[config.mk]
export PLATFORM = sky130hd
export DESIGN_NAME = escaped_frame_builder_crc32_flat
export DESIGN_NICKNAME = d
export VERILOG_FILES = /design/src/design/efb_pkg.sv /design/src/design/efb_req_if.sv /design/src/design/efb_rsp_if.sv /design/src/design/efb_csr_if.sv /design/src/design/efb_front.sv /design/src/design/efb_queue.sv /design/src/design/efb_back.sv /design/src/design/escaped_frame_builder_crc32.sv /design/src/flat_wrapper.sv
export SDC_FILE = /design/constraint.sdc
export NUM_CORES = 1
export LEC_CHECK = 0
export ABC_CLOCK_PERIOD_IN_PS = 5200
export BUFFER_PORTS_ARGS = -buffer_cell sky130_fd_sc_hd__buf_2
export CAP_MARGIN = 10
export CORE_MARGIN = 3
export CORE_UTILIZATION = 62
export DETAILED_ROUTE_END_ITERATION = 6
export GPL_ROUTABILITY_DRIVEN = 1
export PLACE_DENSITY_LB_ADDON = 0.15
export SLEW_MARGIN = 30
export SYNTH_ARGS = -nofsm -noshare
export SYNTH_HDL_FRONTEND = slang
export SYNTH_SLANG_ARGS = --single-unit
export TNS_END_PERCENT = 20
[constraint.sdc]
create_clock -name clock -period 5.2 [get_ports clock]
set_clock_uncertainty 0.15 [all_clocks]
set_input_delay 1.04 -clock clock [delete_from_list [all_inputs] [get_ports clock]]
set_output_delay 1.04 -clock clock [all_outputs]
set_load 0.03 [all_outputs]
[src/design/efb_pkg.sv]
// ----------------------------------------------------------------------------
// efb_pkg: shared types and constants for the escaped frame builder
// Line constants, the queue entry layout, the back-end phase codes and the
// byte-wide reflected CRC-32 update.
// ----------------------------------------------------------------------------
package efb_pkg;

   localparam logic [7:0]  ESC_BYTE       = 8'h7d;
   localparam logic [7:0]  ESC_FLAG_CODE  = 8'h02;
   localparam logic [7:0]  ESC_SELF_CODE  = 8'h01;
   localparam logic [7:0]  FLAG_RESET     = 8'h7e;
   localparam logic [31:0] CRC_POLY       = 32'hedb88320;
   localparam logic [31:0] CRC_INIT       = 32'hffffffff;
   localparam int          QUEUE_DEPTH_DEF = 4;

   // One classified payload byte waiting for the serializer.
   typedef struct packed {
      logic [7:0]  data_byte;
      logic        last_byte;
      logic        open_frame;  // send the opening flag first
      logic [31:0] crc_out;     // final CRC, valid when last_byte is set
   } efb_entry_type;

   typedef enum logic [1:0] {
      PH_OPEN,
      PH_DATA,
      PH_CRC,
      PH_CLOSE
   } efb_phase_type;

   // Reflected CRC-32, one byte.
   function automatic logic [31:0] crc_update(input logic [31:0] crc_val,
                                              input logic [7:0]  byte_val);
      logic [31:0] c;
      c = crc_val ^ {24'd0, byte_val};
      for (int k = 0; k < 8; k++) begin
         c = c[0] ? ((c >> 1) ^ CRC_POLY) : (c >> 1);
      end
      return c;
   endfunction

endpackage

[src/design/efb_req_if.sv]
// ----------------------------------------------------------------------------
// efb_req_if: payload byte channel
// Valid/ready channel carrying one payload byte and its last mark.
// ----------------------------------------------------------------------------
interface efb_req_if;
   logic       valid;
   logic       ready;
   logic [7:0] data_byte;
   logic       last_byte;

   modport source (output valid, output data_byte, output last_byte, input ready);
   modport sink   (input valid, input data_byte, input last_byte, output ready);
endinterface

[src/design/efb_rsp_if.sv]
// ----------------------------------------------------------------------------
// efb_rsp_if: line byte channel
// Valid/ready channel carrying one line byte with its end marks.
// ----------------------------------------------------------------------------
interface efb_rsp_if;
   logic       valid;
   logic       ready;
   logic [7:0] out_byte;
   logic       run_last;
   logic       frame_end;

   modport source (output valid, output out_byte, output run_last, output frame_end,
                   input ready);
   modport sink   (input valid, input out_byte, input run_last, input frame_end,
                   output ready);
endinterface

[src/design/efb_csr_if.sv]
// ----------------------------------------------------------------------------
// efb_csr_if: register write channel
// Valid/ready channel carrying the flag byte register's write data.
// ----------------------------------------------------------------------------
interface efb_csr_if;
   logic       valid;
   logic       ready;
   logic [7:0] flag_byte;

   modport source (output valid, output flag_byte, input ready);
   modport sink   (input valid, input flag_byte, output ready);
endinterface

[src/design/efb_front.sv]
// ----------------------------------------------------------------------------
// efb_front: payload classifier
// Accept payload bytes, track frame state, run the CRC and push entries.
// ----------------------------------------------------------------------------
module efb_front (
   input  logic                   clock,
   input  logic                   reset,
   input  logic                   in_valid,
   input  logic [7:0]             in_data,
   input  logic                   in_last,
   output logic                   in_ready,
   input  logic                   q_full,
   output logic                   q_push,
   output efb_pkg::efb_entry_type q_entry
);

   logic [31:0] crc_ff, crc_in;
   logic        open_ff, open_in;
   logic [31:0] crc_next;

   assign in_ready = !q_full;
   assign q_push   = in_valid && !q_full;
   assign crc_next = efb_pkg::crc_update(crc_ff, in_data);

   always_comb begin
      q_entry.data_byte  = in_data;
      q_entry.last_byte  = in_last;
      q_entry.open_frame = !open_ff;
      q_entry.crc_out    = crc_next ^ efb_pkg::CRC_INIT;
   end

   always_comb begin
      crc_in  = crc_ff;
      open_in = open_ff;
      if (q_push) begin
         crc_in  = in_last ? efb_pkg::CRC_INIT : crc_next;
         open_in = !in_last;
      end
   end

   always_ff @(posedge clock) begin
      if (reset) begin
         crc_ff  <= efb_pkg::CRC_INIT;
         open_ff <= 1'b0;
      end else begin
         crc_ff  <= crc_in;
         open_ff <= open_in;
      end
   end

endmodule

[src/design/efb_queue.sv]
// ----------------------------------------------------------------------------
// efb_queue: entry queue
// Small register FIFO between the classifier and the serializer.
// ----------------------------------------------------------------------------
module efb_queue #(
   parameter int DEPTH = efb_pkg::QUEUE_DEPTH_DEF
) (
   input  logic                   clock,
   input  logic                   reset,
   input  logic                   push,
   input  efb_pkg::efb_entry_type push_entry,
   input  logic                   pop,
   output logic                   full,
   output logic                   empty,
   output efb_pkg::efb_entry_type head
);

   localparam int PTR_W = (DEPTH > 1) ? $clog2(DEPTH) : 1;
   localparam int CNT_W = $clog2(DEPTH + 1);

   efb_pkg::efb_entry_type slot_ff [DEPTH];
   logic [PTR_W-1:0] wr_ptr_ff, wr_ptr_in;
   logic [PTR_W-1:0] rd_ptr_ff, rd_ptr_in;
   logic [CNT_W-1:0] count_ff, count_in;

   assign full  = (count_ff == CNT_W'(DEPTH));
   assign empty = (count_ff == '0);
   assign head  = slot_ff[rd_ptr_ff];

   always_comb begin
      wr_ptr_in = wr_ptr_ff;
      rd_ptr_in = rd_ptr_ff;
      count_in  = count_ff;
      if (push) begin
         wr_ptr_in = (wr_ptr_ff == PTR_W'(DEPTH - 1)) ? '0 : wr_ptr_ff + 1'b1;
      end
      if (pop) begin
         rd_ptr_in = (rd_ptr_ff == PTR_W'(DEPTH - 1)) ? '0 : rd_ptr_ff + 1'b1;
      end
      if (push && !pop) begin
         count_in = count_ff + 1'b1;
      end else if (pop && !push) begin
         count_in = count_ff - 1'b1;
      end
   end

   always_ff @(posedge clock) begin
      if (push) begin
         slot_ff[wr_ptr_ff] <= push_entry;
      end
   end

   always_ff @(posedge clock) begin
      if (reset) begin
         wr_ptr_ff <= '0;
         rd_ptr_ff <= '0;
         count_ff  <= '0;
      end else begin
         wr_ptr_ff <= wr_ptr_in;
         rd_ptr_ff <= rd_ptr_in;
         count_ff  <= count_in;
      end
   end

endmodule

[src/design/efb_back.sv]
// ----------------------------------------------------------------------------
// efb_back: line serializer
// Walk one entry into line bytes: flag when opening, escaped data, escaped CRC and flag when last.
// ----------------------------------------------------------------------------
module efb_back (
   input  logic                   clock,
   input  logic                   reset,
   input  logic [7:0]             flag_byte,
   input  logic                   q_empty,
   input  efb_pkg::efb_entry_type q_head,
   output logic                   q_pop,
   output logic                   out_valid,
   input  logic                   out_ready,
   output logic [7:0]             out_byte,
   output logic                   out_run_last,
   output logic                   out_frame_end
);

   efb_pkg::efb_phase_type phase_ff, phase_in, phase_eff;
   logic [1:0] idx_ff, idx_in;
   logic       esc_ff, esc_in;
   logic       valid_ff, valid_in;
   logic [7:0] byte_ff;
   logic       run_last_ff, frame_end_ff;

   logic       load;
   logic [7:0] src_byte;
   logic       src_flag, src_esc;
   logic [7:0] cur_byte;
   logic       unit_done, entry_done, cur_end;

   assign load = !q_empty && (!valid_ff || out_ready);

   // Skip the opening flag when the frame is already open.
   assign phase_eff = (phase_ff == efb_pkg::PH_OPEN && !q_head.open_frame)
                      ? efb_pkg::PH_DATA : phase_ff;

   assign src_byte = (phase_eff == efb_pkg::PH_CRC) ? q_head.crc_out[idx_ff*8 +: 8]
                                                     : q_head.data_byte;
   assign src_flag = (src_byte == flag_byte);
   assign src_esc  = (src_byte == efb_pkg::ESC_BYTE);

   // Byte selection for the current phase.
   always_comb begin
      cur_byte  = flag_byte;
      unit_done = 1'b1;
      cur_end   = 1'b0;
      entry_done = 1'b0;
      case (phase_eff)
         efb_pkg::PH_OPEN: begin
            cur_byte  = flag_byte;
            unit_done = 1'b0;
         end
         efb_pkg::PH_DATA, efb_pkg::PH_CRC: begin
            if (esc_ff) begin
               cur_byte = src_flag ? efb_pkg::ESC_FLAG_CODE : efb_pkg::ESC_SELF_CODE;
            end else if (src_flag || src_esc) begin
               cur_byte  = efb_pkg::ESC_BYTE;
               unit_done = 1'b0;
            end else begin
               cur_byte = src_byte;
            end
            entry_done = (phase_eff == efb_pkg::PH_DATA) && unit_done && !q_head.last_byte;
         end
         efb_pkg::PH_CLOSE: begin
            cur_byte   = flag_byte;
            cur_end    = 1'b1;
            entry_done = 1'b1;
         end
         default: begin
            cur_byte = flag_byte;
         end
      endcase
   end

   // Phase sequencing.
   always_comb begin
      phase_in = phase_ff;
      idx_in   = idx_ff;
      esc_in   = esc_ff;
      if (load) begin
         case (phase_eff)
            efb_pkg::PH_OPEN: begin
               phase_in = efb_pkg::PH_DATA;
            end
            efb_pkg::PH_DATA: begin
               esc_in = !unit_done;
               if (unit_done) begin
                  phase_in = q_head.last_byte ? efb_pkg::PH_CRC : efb_pkg::PH_OPEN;
                  idx_in   = 2'd0;
               end
            end
            efb_pkg::PH_CRC: begin
               esc_in = !unit_done;
               if (unit_done) begin
                  if (idx_ff == 2'd3) begin
                     phase_in = efb_pkg::PH_CLOSE;
                  end
                  idx_in = idx_ff + 2'd1;
               end
            end
            efb_pkg::PH_CLOSE: begin
               phase_in = efb_pkg::PH_OPEN;
            end
            default: begin
               phase_in = efb_pkg::PH_OPEN;
            end
         endcase
      end
   end

   assign q_pop    = load && entry_done;
   assign valid_in = load || (valid_ff && !out_ready);

   always_ff @(posedge clock) begin
      if (reset) begin
         phase_ff <= efb_pkg::PH_OPEN;
         idx_ff   <= 2'd0;
         esc_ff   <= 1'b0;
         valid_ff <= 1'b0;
      end else begin
         phase_ff <= phase_in;
         idx_ff   <= idx_in;
         esc_ff   <= esc_in;
         valid_ff <= valid_in;
      end
   end

   always_ff @(posedge clock) begin
      if (load) begin
         byte_ff      <= cur_byte;
         run_last_ff  <= entry_done;
         frame_end_ff <= cur_end;
      end
   end

   assign out_valid     = valid_ff;
   assign out_byte      = byte_ff;
   assign out_run_last  = run_last_ff;
   assign out_frame_end = frame_end_ff;

endmodule

[src/design/escaped_frame_builder_crc32.sv]
// ----------------------------------------------------------------------------
// escaped_frame_builder_crc32: byte-stuffing framer with CRC-32
// Frame payload bytes between flag bytes, escape flag and escape bytes,
// append the escaped reflected CRC-32 before the closing flag.
//
//   channel  | dir | beat carries                         | accept
//   ---------+-----+--------------------------------------+-------------------
//   req_bus  | in  | data_byte, last_byte                 | valid && ready
//   rsp_bus  | out | out_byte, run_last, frame_end        | valid && ready
//   csr_bus  | in  | flag_byte (delimiter register)       | valid (ready = 1)
//
// One line byte leaves per cycle from the output register while rsp_bus is
// ready, so the serializer sets the rate: a payload byte gives one line byte,
// two when escaped, plus the opening flag at a frame's start; a last byte
// adds 4 to 8 CRC bytes and 1 closing flag. The classifier takes a beat
// every cycle while the entry queue has room. Synchronous reset clears frame
// state, CRC, queue and the output valid; the flag register resets to 0x7e.
// A stalled rsp_bus holds its beat while the queue keeps filling.
// ----------------------------------------------------------------------------
module escaped_frame_builder_crc32 #(
   parameter int QUEUE_DEPTH = efb_pkg::QUEUE_DEPTH_DEF
) (
   input logic   clock,
   input logic   reset,
   efb_req_if.sink   req_bus,
   efb_rsp_if.source rsp_bus,
   efb_csr_if.sink   csr_bus
);

   logic [7:0]             flag_ff;
   logic                   q_push, q_pop, q_full, q_empty;
   efb_pkg::efb_entry_type q_entry, q_head;

   // Register writes land at once; hold the flag between writes.
   assign csr_bus.ready = 1'b1;

   always_ff @(posedge clock) begin
      if (reset) begin
         flag_ff <= efb_pkg::FLAG_RESET;
      end else if (csr_bus.valid) begin
         flag_ff <= csr_bus.flag_byte;
      end
   end

   // Front: accept payload beats, advance CRC and frame state.
   efb_front u_front (
      .clock    (clock),
      .reset    (reset),
      .in_valid (req_bus.valid),
      .in_data  (req_bus.data_byte),
      .in_last  (req_bus.last_byte),
      .in_ready (req_bus.ready),
      .q_full   (q_full),
      .q_push   (q_push),
      .q_entry  (q_entry)
   );

   // Decouple the two halves so each can stall on its own.
   efb_queue #(
      .DEPTH (QUEUE_DEPTH)
   ) u_queue (
      .clock      (clock),
      .reset      (reset),
      .push       (q_push),
      .push_entry (q_entry),
      .pop        (q_pop),
      .full       (q_full),
      .empty      (q_empty),
      .head       (q_head)
   );

   // Back: serialize each entry into line beats.
   efb_back u_back (
      .clock         (clock),
      .reset         (reset),
      .flag_byte     (flag_ff),
      .q_empty       (q_empty),
      .q_head        (q_head),
      .q_pop         (q_pop),
      .out_valid     (rsp_bus.valid),
      .out_ready     (rsp_bus.ready),
      .out_byte      (rsp_bus.out_byte),
      .out_run_last  (rsp_bus.run_last),
      .out_frame_end (rsp_bus.frame_end)
   );

endmodule

[src/flat_wrapper.sv]
// flat-port wrapper written by rule: the top's interface ports become plain ports
module escaped_frame_builder_crc32_flat 
#(
   parameter int QUEUE_DEPTH = efb_pkg::QUEUE_DEPTH_DEF
)
  (clock, reset, req_bus_valid, req_bus_data_byte, req_bus_last_byte, req_bus_ready, rsp_bus_valid, rsp_bus_out_byte, rsp_bus_run_last, rsp_bus_frame_end, rsp_bus_ready, csr_bus_valid, csr_bus_flag_byte, csr_bus_ready);
  efb_req_if req_bus_i ();
  efb_rsp_if rsp_bus_i ();
  efb_csr_if csr_bus_i ();
  input logic clock;
  input logic reset;
  input wire logic [$bits(req_bus_i.valid)-1:0] req_bus_valid;
  input wire logic [$bits(req_bus_i.data_byte)-1:0] req_bus_data_byte;
  input wire logic [$bits(req_bus_i.last_byte)-1:0] req_bus_last_byte;
  output wire logic [$bits(req_bus_i.ready)-1:0] req_bus_ready;
  output wire logic [$bits(rsp_bus_i.valid)-1:0] rsp_bus_valid;
  output wire logic [$bits(rsp_bus_i.out_byte)-1:0] rsp_bus_out_byte;
  output wire logic [$bits(rsp_bus_i.run_last)-1:0] rsp_bus_run_last;
  output wire logic [$bits(rsp_bus_i.frame_end)-1:0] rsp_bus_frame_end;
  input wire logic [$bits(rsp_bus_i.ready)-1:0] rsp_bus_ready;
  input wire logic [$bits(csr_bus_i.valid)-1:0] csr_bus_valid;
  input wire logic [$bits(csr_bus_i.flag_byte)-1:0] csr_bus_flag_byte;
  output wire logic [$bits(csr_bus_i.ready)-1:0] csr_bus_ready;
  assign req_bus_i.valid = req_bus_valid;
  assign req_bus_i.data_byte = req_bus_data_byte;
  assign req_bus_i.last_byte = req_bus_last_byte;
  assign req_bus_ready = req_bus_i.ready;
  assign rsp_bus_valid = rsp_bus_i.valid;
  assign rsp_bus_out_byte = rsp_bus_i.out_byte;
  assign rsp_bus_run_last = rsp_bus_i.run_last;
  assign rsp_bus_frame_end = rsp_bus_i.frame_end;
  assign rsp_bus_i.ready = rsp_bus_ready;
  assign csr_bus_i.valid = csr_bus_valid;
  assign csr_bus_i.flag_byte = csr_bus_flag_byte;
  assign csr_bus_ready = csr_bus_i.ready;
  escaped_frame_builder_crc32 #(.QUEUE_DEPTH(QUEUE_DEPTH)) u_core (.clock(clock), .reset(reset), .req_bus(req_bus_i), .rsp_bus(rsp_bus_i), .csr_bus(csr_bus_i));
endmodule
==> results of run 1 <==
cell usage after synthesis, drive strengths merged, types with 3 or more instances:
cell type | n | area (sq um)
nand3 | 8 | 40.04
nor2b | 11 | 68.82
nor3 | 7 | 35.03
xor2 | 30 | 262.8
a31oi | 7 | 50.05
o22ai | 6 | 37.54
or2 | 15 | 93.84
a22oi | 7 | 52.55
clkbuf | 22 | 82.58
nand2b | 11 | 68.82
o21ai | 26 | 133.9
mux2i | 34 | 365.4
a221oi | 3 | 26.28
and2 | 5 | 31.28
or3 | 4 | 25.02
o31ai | 3 | 22.52
xnor2 | 54 | 473.0
a211oi | 9 | 67.56
and3 | 8 | 50.05
nor2 | 30 | 112.6
o2111ai | 4 | 35.03
edfxtp | 178 | 5345
a21oi | 28 | 143.9
dfxtp | 56 | 1121
inv | 16 | 60.06
mux4 | 30 | 675.7
a2111o | 3 | 33.78
nand4 | 5 | 31.28
mux2 | 10 | 112.6
a21o | 10 | 75.07
buf | 17 | 116.4
nand2 | 67 | 251.5
ha | 7 | 87.58
a22o | 3 | 26.28
kinds of logic (layout without fill, tap and decap cells):
family,Yosys count,after routing
other,1,1
xor gates and xnor gates,84,84
AOI/OAI and AO/OA,124,124
muxes,74,74
DFF,234,234
buffers and inverters,55,107
adders and majority gates,8,8
and+or+nand+nor,175,175
power groups by stage:
stage	clock network, mW	logic, mW	registers, mW
3_5_place_dp	0	2.11	2.91
4_1_cts	1.66	2.13	2.87
2_1_floorplan	0	1.46	2.93
3_3_place_gp	0	2.05	2.89
5_1_grt	1.74	2.34	2.91
6_report	1.64	2.14	2.87
sequential cells by signal (all words and copies together) (netlist names), named ones only:
signal	flops
u_core.u_front.open_ff	1
u_core.flag_ff	8
u_core.u_back.out_valid	1
u_core.u_back.esc_ff	1
u_core.u_queue.rd_ptr_ff	2
u_core.u_back.idx_ff	2
u_core.u_queue.count_ff	3
u_core.u_back.phase_ff	2
u_core.u_queue.slot_ff	168
u_core.u_back.out_run_last	1
u_core.u_back.out_frame_end	1
u_core.u_back.out_byte	8
u_core.u_front.crc_ff	32
u_core.u_queue.wr_ptr_ff	2
metal layers:
metal,vias up,track usage (%)
li1,2876,-
met1,3200,35.12
met2,240,41.65
met3,42,4.235
met4,0,6.999
met5,-,0
final timing paths:
check | startpoint | endpoint | cells past startpoint
max | flip-flop | u_core.u_queue.count_ff[2] | 14
min | u_core.u_back.out_valid | u_core.u_back.out_valid | 2
max reg2reg | flip-flop | u_core.u_queue.count_ff[2] | 14
min reg2reg | u_core.u_back.out_valid | u_core.u_back.out_valid | 2
final cells by class:
cell class | instances | area, sq um
Fill cell | 1078 | 4619
Timing Repair Buffer | 47 | 295.3
Clock buffer | 31 | 626.9
Clock inverter | 13 | 135.1
Sequential cell | 234 | 6469
Multi-Input combinational cell | 466 | 3697
Inverter | 16 | 60.06
Tap cell | 216 | 270.3
tightest hold or removal path, cell delays in order (launching register included):
cell and delay, ps:
sky130_fd_sc_hd__dfxtp_1 320, sky130_fd_sc_hd__nand2_1 60, sky130_fd_sc_hd__a21oi_1 60
==> flow_results.xml, run 1 <==
<?xml version="1.0" encoding="UTF-8"?>
<metrics>
  <group name="detailed_routing">
    <metric name="routed-wl-met3" unit="microns">1381</metric>
    <metric name="detailroute.via_count" unit="">6358</metric>
    <metric name="drc_errors" unit="">0</metric>
    <metric name="viasPerCell" unit="">6.215</metric>
    <metric name="maxUsedRoutingLayer" unit="">met4</metric>
    <metric name="number_of_optimization_iterations_in_the_first_detailed_route_pass" unit="">4</metric>
    <metric name="routed-wl-met2" unit="microns">10840</metric>
    <metric name="drt_iter0_drc" unit="">537</metric>
    <metric name="wl_per_cell" unit="microns">21.94</metric>
    <metric name="route.layer.met1.wl" unit="microns">9682</metric>
    <metric name="finalWirelength" unit="microns">22450</metric>
    <metric name="final_antenna_net_count" unit="">0</metric>
  </group>
  <group name="pwr">
    <metric name="seqPwrFrac" unit="%">43.2</metric>
    <metric name="total_power" unit="mW">6.656</metric>
    <metric name="p_sw" unit="mW">2.235</metric>
    <metric name="ir_worst_vdd" unit="mV">0.5140</metric>
    <metric name="power_leakage" unit="nW">3.831</metric>
    <metric name="power.share.combinational" unit="%">32.2</metric>
    <metric name="power.switching_fraction" unit="%">33.58</metric>
    <metric name="powerDensity" unit="nW/um^2">576.1</metric>
    <metric name="cell_internal_pwr" unit="mW">4.421</metric>
    <metric name="clock_power_share" unit="%">24.6</metric>
  </group>
  <group name="die">
    <metric name="placement_rows" unit="">46</metric>
    <metric name="die_area" unit="sq um">18370</metric>
    <metric name="chipWidth" unit="microns">135.5</metric>
    <metric name="fp.dieH" unit="microns">135.5</metric>
    <metric name="top_level_ports" unit="">35</metric>
    <metric name="core-area" unit="sq um">16170</metric>
    <metric name="floorplan.initialDensity" unit="%">64.33</metric>
  </group>
  <group name="timing">
    <metric name="clock.fmax" unit="MHz">220.5</metric>
    <metric name="setup_repair_after_global_routing_missed_its_margin" unit="">false</metric>
    <metric name="accumulated_negative_setup_slack" unit="ps">0</metric>
    <metric name="finalSetupViolCount" unit="">0</metric>
    <metric name="finalHoldWorstSlack" unit="ps">341.6</metric>
    <metric name="finalMaxSlewViolations" unit="">0</metric>
    <metric name="final.period_utilization" unit="%">87.20</metric>
    <metric name="final_period_minus_worst_setup_slack" unit="ps">4534</metric>
    <metric name="hold_viol_final" unit="">0</metric>
    <metric name="worst_slew_pin_slew" unit="ps">963.0</metric>
    <metric name="finalWorstSetupSlack" unit="ps">665.5</metric>
    <metric name="slew-limit-headroom" unit="%">35.34</metric>
  </group>
  <group name="setup_path">
    <metric name="timing.critical_path.to_type" unit="">flip-flop</metric>
    <metric name="cp_max_stage_cell" unit="">sky130_fd_sc_hd__or4_1</metric>
    <metric name="worst_ep_arrival_time" unit="ps">4820</metric>
    <metric name="path_buf_inv" unit="">2</metric>
    <metric name="critical-path-top-delay-family" unit="">compound AO/OA/AOI/OAI gates</metric>
    <metric name="critical_path_class" unit="">flip-flop to flip-flop</metric>
    <metric name="crit_required" unit="ps">5480</metric>
    <metric name="reg2reg_slack" unit="ps">670</metric>
    <metric name="critical_path.max_fanout" unit="">38</metric>
    <metric name="timing.critical_path.from_type" unit="">flip-flop</metric>
    <metric name="max_stage_delay" unit="ps">640</metric>
    <metric name="cp_cell_sequence" unit="">buf_12 &gt; mux2i_1 &gt; a22oi_1 &gt; nand3_1 &gt; a31oi_1 &gt; a2111o_1 &gt; or4_1 &gt; a31oi_2 &gt; ha_1 &gt; inv_1 &gt; fa_1 &gt; xor2_1 &gt; or3_1 &gt; a21oi_1</metric>
  </group>
  <group name="clock_tree">
    <metric name="cts-root-to-sink-buffers" unit="">3</metric>
    <metric name="cts_tree" unit="">built</metric>
    <metric name="cts_num_sinks" unit="">234</metric>
    <metric name="h_tree_depth_reported_by_cts" unit="">1</metric>
    <metric name="cts-root-buf" unit="">sky130_fd_sc_hd__clkbuf_16</metric>
    <metric name="hold_buffers" unit="">0</metric>
    <metric name="cts_setup_buffers" unit="">0</metric>
    <metric name="post_cts.resized_instances" unit="">0</metric>
    <metric name="cts_made_buffers" unit="">24</metric>
    <metric name="clk_pin_slew_worst_paths" unit="ps">60</metric>
    <metric name="clkLatencyLatePin" unit="ps">510</metric>
  </group>
  <group name="logic_synthesis">
    <metric name="yosys_warnings" unit="">0</metric>
    <metric name="syn-cell-area" unit="sq um">10400</metric>
    <metric name="synth_cell_type_count" unit="">58</metric>
    <metric name="number_of_synthesized_flops_with_an_enable_pin" unit="">178</metric>
    <metric name="synth.area.mux_share" unit="%">11.09</metric>
    <metric name="synth_fp_nets" unit="">785</metric>
    <metric name="synthCells" unit="">755</metric>
    <metric name="postSynthRegisterBits" unit="">234</metric>
    <metric name="synth_compound_area_share" unit="%">8.070</metric>
    <metric name="post_synth.cell_area_avg" unit="sq um">13.78</metric>
    <metric name="synthSimpleGateAreaFrac" unit="%">8.058</metric>
    <metric name="synth_adder_area_share" unit="%">1.034</metric>
    <metric name="share_of_the_synthesized_netlist_area_taken_by_xor_and_xnor_gates" unit="%">7.072</metric>
    <metric name="synth_top_family_by_area" unit="">multiplexers</metric>
    <metric name="dominantRegCellSynth" unit="">sky130_fd_sc_hd__edfxtp_1</metric>
    <metric name="yosysSeqAreaShare" unit="%">62.15</metric>
    <metric name="ys_async_sr_fraction" unit="%">0</metric>
  </group>
  <group name="placed_design">
    <metric name="dp_worst_setup_slack" unit="ps">637.3</metric>
    <metric name="gp_routability_congestion" unit="">0.9041</metric>
    <metric name="placed_area" unit="sq um">10790</metric>
    <metric name="placed_cells_incl_taps" unit="">979</metric>
    <metric name="io_buffers" unit="">33</metric>
    <metric name="detailed_placement_hpwl" unit="microns">14930</metric>
  </group>
  <group name="global_route">
    <metric name="via_count_of_the_first_global_routing_pass" unit="">6345</metric>
    <metric name="grt_first_pass_wirelength" unit="microns">35360</metric>
    <metric name="leftover_overflow_at_the_end_of_global_routing" unit="">0</metric>
    <metric name="grt.total_usage" unit="%">25.20</metric>
    <metric name="initial_antenna_violation_count" unit="">0</metric>
    <metric name="grt_max_degree" unit="">44</metric>
  </group>
  <group name="cells_and_area">
    <metric name="finish.utilization" unit="%">71.44</metric>
    <metric name="antenna_cells" unit="">0</metric>
    <metric name="layout.cells.most_common_list" unit="">sky130_fd_sc_hd__edfxtp_1, sky130_fd_sc_hd__nand2_1, sky130_fd_sc_hd__xnor2_1, sky130_fd_sc_hd__dfxtp_1, sky130_fd_sc_hd__buf_2</metric>
    <metric name="layout-drive-gt1-share" unit="%">18.34</metric>
    <metric name="layout.cells.most_common" unit="">sky130_fd_sc_hd__edfxtp_1</metric>
    <metric name="area_delta_synth_final" unit="%">11.05</metric>
    <metric name="instances_no_fill" unit="">1023</metric>
    <metric name="postLayoutCellArea" unit="sq um">11550</metric>
    <metric name="layout.nets" unit="">819</metric>
  </group>
  <group name="flow_run">
    <metric name="maxCapViolCount" unit="">0</metric>
  </group>
  <group name="run_status">
    <metric name="run_status" unit="">completed</metric>
  </group>
  <group name="min_path">
    <metric name="worst_hold_path_type" unit="">flip-flop to flip-flop</metric>
  </group>
</metrics>
(Power assumes the default switching activity.)
==> run 2: changes to the inputs <==
--- a/config.mk
+++ b/config.mk
@@ -16,5 +16,6 @@
 export SLEW_MARGIN = 30
 export SYNTH_ARGS = -nofsm -noshare
 export SYNTH_HDL_FRONTEND = slang
+export SYNTH_HIERARCHICAL = 1
 export SYNTH_SLANG_ARGS = --single-unit
 export TNS_END_PERCENT = 20
==> flow_results.xml, run 2 <==
<?xml version="1.0" encoding="UTF-8"?>
<metrics>
  <group name="clock_tree">
    <metric name="cts_setup_buffers" unit="">0</metric>
    <metric name="clkLatencyLatePin" unit="ps">510</metric>
    <metric name="cts_num_sinks" unit="">234</metric>
    <metric name="clk_pin_slew_worst_paths" unit="ps">60</metric>
    <metric name="cts_tree" unit="">built</metric>
    <metric name="hold_buffers" unit="">0</metric>
    <metric name="post_cts.resized_instances" unit="">0</metric>
    <metric name="cts_made_buffers" unit="">25</metric>
    <metric name="cts-root-to-sink-buffers" unit="">3</metric>
    <metric name="h_tree_depth_reported_by_cts" unit="">1</metric>
    <metric name="cts-root-buf" unit="">sky130_fd_sc_hd__clkbuf_16</metric>
  </group>
  <group name="logic_synthesis">
    <metric name="synthCells" unit="">671</metric>
    <metric name="yosys_warnings" unit="">6</metric>
    <metric name="synth_fp_nets" unit="">701</metric>
    <metric name="synth_cell_type_count" unit="">61</metric>
    <metric name="synth_top_area_cell" unit="">sky130_fd_sc_hd__edfxtp_1</metric>
    <metric name="yosysSeqAreaShare" unit="%">61.61</metric>
    <metric name="synth_top_cells_by_count" unit="">sky130_fd_sc_hd__edfxtp_1, sky130_fd_sc_hd__dfxtp_1, sky130_fd_sc_hd__nor2_1, sky130_fd_sc_hd__xnor2_1, sky130_fd_sc_hd__mux4_2</metric>
    <metric name="synth_area_leaders" unit="">sky130_fd_sc_hd__edfxtp_1, sky130_fd_sc_hd__dfxtp_1, sky130_fd_sc_hd__mux4_2</metric>
    <metric name="ys_async_sr_fraction" unit="%">0</metric>
    <metric name="synth.top_cell.area_share" unit="%">50.93</metric>
    <metric name="syn-cell-area" unit="sq um">10500</metric>
    <metric name="synthMostInstantiatedCell" unit="">sky130_fd_sc_hd__edfxtp_1</metric>
    <metric name="number_of_synthesized_flops_with_an_enable_pin" unit="">178</metric>
    <metric name="dominantRegCellSynth" unit="">sky130_fd_sc_hd__edfxtp_1</metric>
    <metric name="postSynthRegisterBits" unit="">234</metric>
    <metric name="post_synth.cell_area_avg" unit="sq um">15.64</metric>
  </group>
  <group name="pwr">
    <metric name="power_leakage" unit="nW">3.934</metric>
    <metric name="power.switching_fraction" unit="%">31.55</metric>
    <metric name="clock_power_share" unit="%">24.9</metric>
    <metric name="powerDensity" unit="nW/um^2">592.4</metric>
    <metric name="ir_worst_vdd" unit="mV">0.3112</metric>
    <metric name="power.share.combinational" unit="%">32.9</metric>
    <metric name="p_sw" unit="mW">2.153</metric>
    <metric name="cell_internal_pwr" unit="mW">4.671</metric>
    <metric name="seqPwrFrac" unit="%">42.2</metric>
  </group>
  <group name="detailed_routing">
    <metric name="final_antenna_net_count" unit="">0</metric>
    <metric name="finalWirelength" unit="microns">20810</metric>
    <metric name="viasPerCell" unit="">6.039</metric>
    <metric name="number_of_optimization_iterations_in_the_first_detailed_route_pass" unit="">5</metric>
    <metric name="detailroute.via_count" unit="">5634</metric>
    <metric name="drc_errors" unit="">0</metric>
    <metric name="drt_iter0_drc" unit="">414</metric>
    <metric name="wl_per_cell" unit="microns">22.30</metric>
  </group>
  <group name="flow_run">
    <metric name="maxCapViolCount" unit="">0</metric>
  </group>
  <group name="setup_path">
    <metric name="timing.critical_path.to_type" unit="">flip-flop</metric>
    <metric name="critical_path_class" unit="">flip-flop to flip-flop</metric>
    <metric name="worst_ep_arrival_time" unit="ps">4910</metric>
    <metric name="crit_required" unit="ps">5490</metric>
    <metric name="critical_path.max_fanout" unit="">12</metric>
    <metric name="timing.critical_path.from_type" unit="">flip-flop</metric>
  </group>
  <group name="global_route">
    <metric name="leftover_overflow_at_the_end_of_global_routing" unit="">0</metric>
    <metric name="initial_antenna_violation_count" unit="">0</metric>
    <metric name="via_count_of_the_first_global_routing_pass" unit="">5781</metric>
    <metric name="grtUsageMet2" unit="%">37.81</metric>
    <metric name="grt.total_usage" unit="%">23.24</metric>
    <metric name="grt_most_used_layer" unit="">met2</metric>
    <metric name="grt_util_met1" unit="%">33.17</metric>
    <metric name="grt_max_degree" unit="">43</metric>
    <metric name="grt_use_met3" unit="%">3.257</metric>
    <metric name="grt_first_pass_wirelength" unit="microns">32550</metric>
  </group>
  <group name="cells_and_area">
    <metric name="area_delta_synth_final" unit="%">9.764</metric>
    <metric name="reg_top3" unit="">u_core/u_queue/slot_ff (168), u_core/u_front/crc_ff (32)</metric>
    <metric name="multi_input_comb_area" unit="sq um">3699</metric>
    <metric name="layout.nets" unit="">729</metric>
    <metric name="layout.cells.most_common_list" unit="">sky130_fd_sc_hd__edfxtp_1, sky130_fd_sc_hd__dfxtp_1, sky130_fd_sc_hd__xnor2_1</metric>
    <metric name="largest_register" unit="">u_core/u_queue/slot_ff</metric>
    <metric name="antenna_cells" unit="">0</metric>
    <metric name="layout.cells.most_common" unit="">sky130_fd_sc_hd__edfxtp_1</metric>
    <metric name="fillerInstances" unit="">1037</metric>
    <metric name="layout.area.seq" unit="sq um">6469</metric>
    <metric name="number_of_flip_flops_in_the_largest_register" unit="">168</metric>
    <metric name="layout-drive-gt1-share" unit="%">24.83</metric>
  </group>
  <group name="timing">
    <metric name="finalSetupViolCount" unit="">0</metric>
    <metric name="finalMaxSlewViolations" unit="">0</metric>
    <metric name="hold_viol_final" unit="">0</metric>
    <metric name="slew-limit-headroom" unit="%">44.74</metric>
    <metric name="finalHoldWorstSlack" unit="ps">337.1</metric>
    <metric name="worst_slew_pin_slew" unit="ps">823.0</metric>
    <metric name="final.period_utilization" unit="%">88.79</metric>
    <metric name="accumulated_negative_setup_slack" unit="ps">0</metric>
    <metric name="final_period_minus_worst_setup_slack" unit="ps">4617</metric>
    <metric name="clock.fmax" unit="MHz">216.6</metric>
    <metric name="setup_repair_after_global_routing_missed_its_margin" unit="">false</metric>
  </group>
  <group name="min_path">
    <metric name="worst_hold_path_type" unit="">flip-flop to flip-flop</metric>
  </group>
  <group name="run_status">
    <metric name="run_status" unit="">completed</metric>
  </group>
  <group name="die">
    <metric name="placement_rows" unit="">46</metric>
    <metric name="chipWidth" unit="microns">136.1</metric>
    <metric name="die_area" unit="sq um">18520</metric>
    <metric name="top_level_ports" unit="">35</metric>
    <metric name="core-area" unit="sq um">16230</metric>
    <metric name="fp.dieH" unit="microns">136.1</metric>
    <metric name="floorplan.initialDensity" unit="%">64.66</metric>
  </group>
  <group name="placed_design">
    <metric name="detailed_placement_hpwl" unit="microns">13390</metric>
    <metric name="gp_routability_congestion" unit="">0.8721</metric>
    <metric name="io_buffers" unit="">33</metric>
  </group>
</metrics>
## run 2: power by group through the flow
stage / clock network [mW] / logic, mW / registers, mW
finish: 1.70 / 2.24 / 2.88
global route: 1.81 / 2.42 / 2.91
CTS: 1.73 / 2.24 / 2.88
detailed placement: 0 / 2.22 / 2.91
global placement: 0 / 2.14 / 2.90
floorplan: 0 / 1.64 / 2.94
## run 2: worst paths after layout
path	from	to	slack (ps)	cells past startpoint
worst min-delay path	u_core/u_back/out_valid	u_core/u_back/out_valid	340	2
worst min register to register	u_core/u_back/out_valid	u_core/u_back/out_valid	340	2
worst max-delay path	flip-flop	u_core/u_queue/count_ff[2]	580	17
worst max register to register	flip-flop	u_core/u_queue/count_ff[2]	580	17
## run 2: kinds of logic after synthesis
group,count (synthesis),synth area share (%)
simple gates,143,6.986
mux,75,12.88
buf+inv,50,3.314
fa+ha+maj,8,1.025
xor+xnor,92,9.919
compound gates,68,4.232
flops,234,61.61
other cells,1,0.03573
## run 2: through the flow
step	power, mW	cells	area, sq um	setup WS (ps)	util [%]
final	6.824	933	11520	582.7	70.98
after global routing	7.140	933	11520	296.0	70.98
after CTS	6.854	933	11520	552.2	70.98
after detailed placement	5.134	888	10730	623.2	66.10
after global placement	5.034	888	10720	742.9	66.04
after floorplan	4.582	671	10500	1111	-
## run 2: area by class of cell
cell class | instances | area share (%)
Clock inverter | 13 | 1.032
Multi-Input combinational cell | 387 | 32.11
Inverter | 9 | 0.2933
Tap cell | 216 | 2.346
Timing Repair Buffer | 42 | 2.237
Sequential cell | 234 | 56.15
Clock buffer | 32 | 5.833
## run 2: critical path: stages (launching register included)
cell	delay, ps
sky130_fd_sc_hd__dfxtp_2	520
sky130_fd_sc_hd__buf_4	300
sky130_fd_sc_hd__mux4_2	510
sky130_fd_sc_hd__mux4_2	550
sky130_fd_sc_hd__xnor2_1	160
sky130_fd_sc_hd__o21ai_1	100
sky130_fd_sc_hd__a211oi_2	160
sky130_fd_sc_hd__o32ai_1	120
sky130_fd_sc_hd__buf_4	210
sky130_fd_sc_hd__a31o_2	240
sky130_fd_sc_hd__and2_1	170
sky130_fd_sc_hd__inv_1	90
sky130_fd_sc_hd__ha_1	190
sky130_fd_sc_hd__inv_1	70
sky130_fd_sc_hd__fa_1	390
sky130_fd_sc_hd__xor2_1	170
sky130_fd_sc_hd__or3_1	310
sky130_fd_sc_hd__a21oi_1	140
## run 2: per-layer routing
layer  vias up  share of wire (%)
met2       190                 49
met1      2871                 43
met5         -                  0
li1       2541                  -
met4         0                2.3
met3        32                5.9
==> run 3: changes to the inputs <==
--- a/config.mk
+++ b/config.mk
@@ -5,6 +5,7 @@
 export SDC_FILE = /design/constraint.sdc
 export NUM_CORES = 1
 export LEC_CHECK = 0
+export ABC_AREA = 1
 export ABC_CLOCK_PERIOD_IN_PS = 5200
 export BUFFER_PORTS_ARGS = -buffer_cell sky130_fd_sc_hd__buf_2
 export CAP_MARGIN = 10
==> flow_results.xml, run 3 <==
<?xml version="1.0" encoding="UTF-8"?>
<metrics>
  <group name="logic_synthesis">
    <metric name="ys_async_sr_fraction" unit="%">0</metric>
    <metric name="synthMostInstantiatedCell" unit="">sky130_fd_sc_hd__nand2_1</metric>
    <metric name="yosys_warnings" unit="">6</metric>
    <metric name="syn-cell-area" unit="sq um">11020</metric>
    <metric name="dominantRegCellSynth" unit="">sky130_fd_sc_hd__edfxtp_1</metric>
    <metric name="number_of_synthesized_flops_with_an_enable_pin" unit="">178</metric>
    <metric name="post_synth.cell_area_avg" unit="sq um">10.03</metric>
    <metric name="yosysSeqAreaShare" unit="%">58.69</metric>
    <metric name="synth_top_cells_by_count" unit="">sky130_fd_sc_hd__nand2_1, sky130_fd_sc_hd__edfxtp_1, sky130_fd_sc_hd__nor2_1, sky130_fd_sc_hd__inv_1, sky130_fd_sc_hd__o21ai_0</metric>
    <metric name="synth_top_area_cell" unit="">sky130_fd_sc_hd__edfxtp_1</metric>
    <metric name="synth_fp_nets" unit="">1129</metric>
    <metric name="synth_cell_type_count" unit="">43</metric>
    <metric name="postSynthRegisterBits" unit="">234</metric>
    <metric name="synthCells" unit="">1099</metric>
    <metric name="synth.top_cell.area_share" unit="%">48.51</metric>
    <metric name="synth_area_leaders" unit="">sky130_fd_sc_hd__edfxtp_1, sky130_fd_sc_hd__dfxtp_1, sky130_fd_sc_hd__nand2_1</metric>
  </group>
  <group name="cells_and_area">
    <metric name="reg_top3" unit="">u_core/u_queue/slot_ff (168), u_core/u_front/crc_ff (32)</metric>
    <metric name="number_of_flip_flops_in_the_largest_register" unit="">168</metric>
    <metric name="layout.cells.most_common" unit="">sky130_fd_sc_hd__nand2_1</metric>
    <metric name="largest_register" unit="">u_core/u_queue/slot_ff</metric>
    <metric name="layout.nets" unit="">1149</metric>
    <metric name="finish.utilization" unit="%">69.05</metric>
    <metric name="layout-drive-gt1-share" unit="%">15.39</metric>
    <metric name="area_delta_synth_final" unit="%">8.778</metric>
    <metric name="antenna_cells" unit="">0</metric>
    <metric name="layout.cells.most_common_list" unit="">sky130_fd_sc_hd__nand2_1, sky130_fd_sc_hd__edfxtp_1, sky130_fd_sc_hd__nor2_1</metric>
  </group>
  <group name="timing">
    <metric name="hold_viol_final" unit="">0</metric>
    <metric name="setup_repair_after_global_routing_missed_its_margin" unit="">false</metric>
    <metric name="clock.fmax" unit="MHz">243.9</metric>
    <metric name="worst_slew_pin_slew" unit="ps">904.9</metric>
    <metric name="finalSetupViolCount" unit="">0</metric>
    <metric name="finalMaxSlewViolations" unit="">0</metric>
    <metric name="final_period_minus_worst_setup_slack" unit="ps">4100</metric>
    <metric name="accumulated_negative_setup_slack" unit="ps">0</metric>
    <metric name="finalWorstSetupSlack" unit="ps">1100</metric>
    <metric name="final.period_utilization" unit="%">78.86</metric>
    <metric name="finalHoldWorstSlack" unit="ps">318.8</metric>
    <metric name="slew-limit-headroom" unit="%">39.61</metric>
  </group>
  <group name="global_route">
    <metric name="grt.total_usage" unit="%">24.78</metric>
    <metric name="grt_first_pass_wirelength" unit="microns">37910</metric>
    <metric name="initial_antenna_violation_count" unit="">0</metric>
    <metric name="leftover_overflow_at_the_end_of_global_routing" unit="">0</metric>
    <metric name="grt_max_degree" unit="">85</metric>
    <metric name="via_count_of_the_first_global_routing_pass" unit="">7014</metric>
  </group>
  <group name="pwr">
    <metric name="powerDensity" unit="nW/um^2">581.4</metric>
    <metric name="seqPwrFrac" unit="%">37.7</metric>
    <metric name="cell_internal_pwr" unit="mW">4.306</metric>
    <metric name="power.switching_fraction" unit="%">38.20</metric>
    <metric name="power.share.combinational" unit="%">38.1</metric>
    <metric name="p_sw" unit="mW">2.662</metric>
    <metric name="clock_power_share" unit="%">24.1</metric>
    <metric name="ir_worst_vdd" unit="mV">0.3679</metric>
    <metric name="total_power" unit="mW">6.968</metric>
    <metric name="power_leakage" unit="nW">4.892</metric>
  </group>
  <group name="setup_path">
    <metric name="cpMostUsedCell" unit="">sky130_fd_sc_hd__nand2_1</metric>
    <metric name="critical_path_class" unit="">flip-flop to flip-flop</metric>
    <metric name="crit_required" unit="ps">5500</metric>
    <metric name="worst_ep_arrival_time" unit="ps">4400</metric>
    <metric name="max_stage_delay" unit="ps">630</metric>
    <metric name="cp_max_stage_cell" unit="">sky130_fd_sc_hd__buf_4</metric>
    <metric name="timing.critical_path.from_type" unit="">flip-flop</metric>
    <metric name="critical_path.max_fanout" unit="">84</metric>
    <metric name="timing.critical_path.to_type" unit="">flip-flop</metric>
  </group>
  <group name="clock_tree">
    <metric name="cts_num_sinks" unit="">234</metric>
    <metric name="cts_tree" unit="">built</metric>
    <metric name="cts_made_buffers" unit="">24</metric>
    <metric name="cts_setup_buffers" unit="">0</metric>
    <metric name="post_cts.resized_instances" unit="">0</metric>
    <metric name="h_tree_depth_reported_by_cts" unit="">1</metric>
    <metric name="cts-root-buf" unit="">sky130_fd_sc_hd__clkbuf_16</metric>
    <metric name="cts-root-to-sink-buffers" unit="">3</metric>
    <metric name="clkLatencyLatePin" unit="ps">520</metric>
    <metric name="clk_pin_slew_worst_paths" unit="ps">60</metric>
    <metric name="hold_buffers" unit="">0</metric>
  </group>
  <group name="placed_design">
    <metric name="gp_routability_congestion" unit="">0.9189</metric>
    <metric name="dp_worst_setup_slack" unit="ps">1133</metric>
    <metric name="detailed_placement_hpwl" unit="microns">15790</metric>
    <metric name="io_buffers" unit="">33</metric>
  </group>
  <group name="detailed_routing">
    <metric name="number_of_optimization_iterations_in_the_first_detailed_route_pass" unit="">4</metric>
    <metric name="drt_iter0_drc" unit="">639</metric>
    <metric name="drc_errors" unit="">0</metric>
    <metric name="wl_per_cell" unit="microns">17.97</metric>
    <metric name="viasPerCell" unit="">5.610</metric>
    <metric name="final_antenna_net_count" unit="">0</metric>
    <metric name="finalWirelength" unit="microns">24480</metric>
    <metric name="detailroute.via_count" unit="">7641</metric>
  </group>
  <group name="flow_run">
    <metric name="maxCapViolCount" unit="">0</metric>
  </group>
  <group name="run_status">
    <metric name="run_status" unit="">completed</metric>
  </group>
  <group name="die">
    <metric name="placement_rows" unit="">48</metric>
    <metric name="floorplan.initialDensity" unit="%">63.48</metric>
    <metric name="fp.dieH" unit="microns">139.3</metric>
    <metric name="top_level_ports" unit="">35</metric>
    <metric name="die_area" unit="sq um">19410</metric>
    <metric name="chipWidth" unit="microns">139.3</metric>
    <metric name="core-area" unit="sq um">17360</metric>
  </group>
  <group name="min_path">
    <metric name="worst_hold_path_type" unit="">flip-flop to flip-flop</metric>
  </group>
</metrics>
[run 3: metrics by stage]
step           instances  instance area (sq um)
2_1_floorplan       1099                  11020
3_3_place_gp        1318                  11200
3_5_place_dp        1318                  11210
4_1_cts             1362                  11990
5_1_grt             1362                  11990
6_report            1362                  11990
[run 3: final cells by class]
cell class / count / area [sq um]
clock buffer: 32 / 661.9
tap: 225 / 281.5
sequential: 234 / 6467
fill: 1330 / 5371
multi-input combinational: 708 / 3786
timing repair buffer: 44 / 260.3
clock inverter: 12 / 117.6
inverter: 107 / 410.4
[run 3: kinds of logic after synthesis]
logic type,count (synthesis),share of synthesized area (%)
AOI/OAI and AO/OA,182,9.573
xor gates and xnor gates,55,4.883
adders and majority gates,8,0.9766
buffers and inverters,157,6.950
DFF,234,58.69
other,1,0.03404
and+or+nand+nor,462,18.90
[run 3: layer usage]
metal  vias to the layer above  global-route usage, %  part of all wire, %
met5                         -                      0                    0
met4                         0                  5.922                  1.6
met3                        34                  4.605                  7.1
met2                       260                  40.20                   47
met1                      3635                  35.17                   44
li1                       3712                      -                    -
[run 3: final timing paths]
check | slack (ps) | cells past startpoint | end | startpoint
worst max-delay path | 1100 | 25 | u_core/u_queue/count_ff[2] | flip-flop
worst max register to register | 1100 | 25 | u_core/u_queue/count_ff[2] | flip-flop
worst min-delay path | 320 | 2 | u_core/u_front/open_ff | u_core/u_front/open_ff
worst min register to register | 320 | 2 | u_core/u_front/open_ff | u_core/u_front/open_ff
[run 3: power groups by stage]
stage          Sequential [mW]  Clock, mW  Combinational, mW
3_3_place_gp              2.66          0               2.57
5_1_grt                   2.66       1.78               2.94
6_report                  2.63       1.68               2.66
2_1_floorplan             2.73          0               1.91
3_5_place_dp              2.67          0               2.62
4_1_cts                   2.63       1.70               2.63
[run 3: critical path: cells and delay by family, from the launching register on]
family / cells / cell delay, ps
AOI/OAI and AO/OA: 3 / 640
adders and majority gates: 2 / 540
buffers and inverters: 5 / 890
DFF: 1 / 330
and+or+nand+nor: 15 / 1430
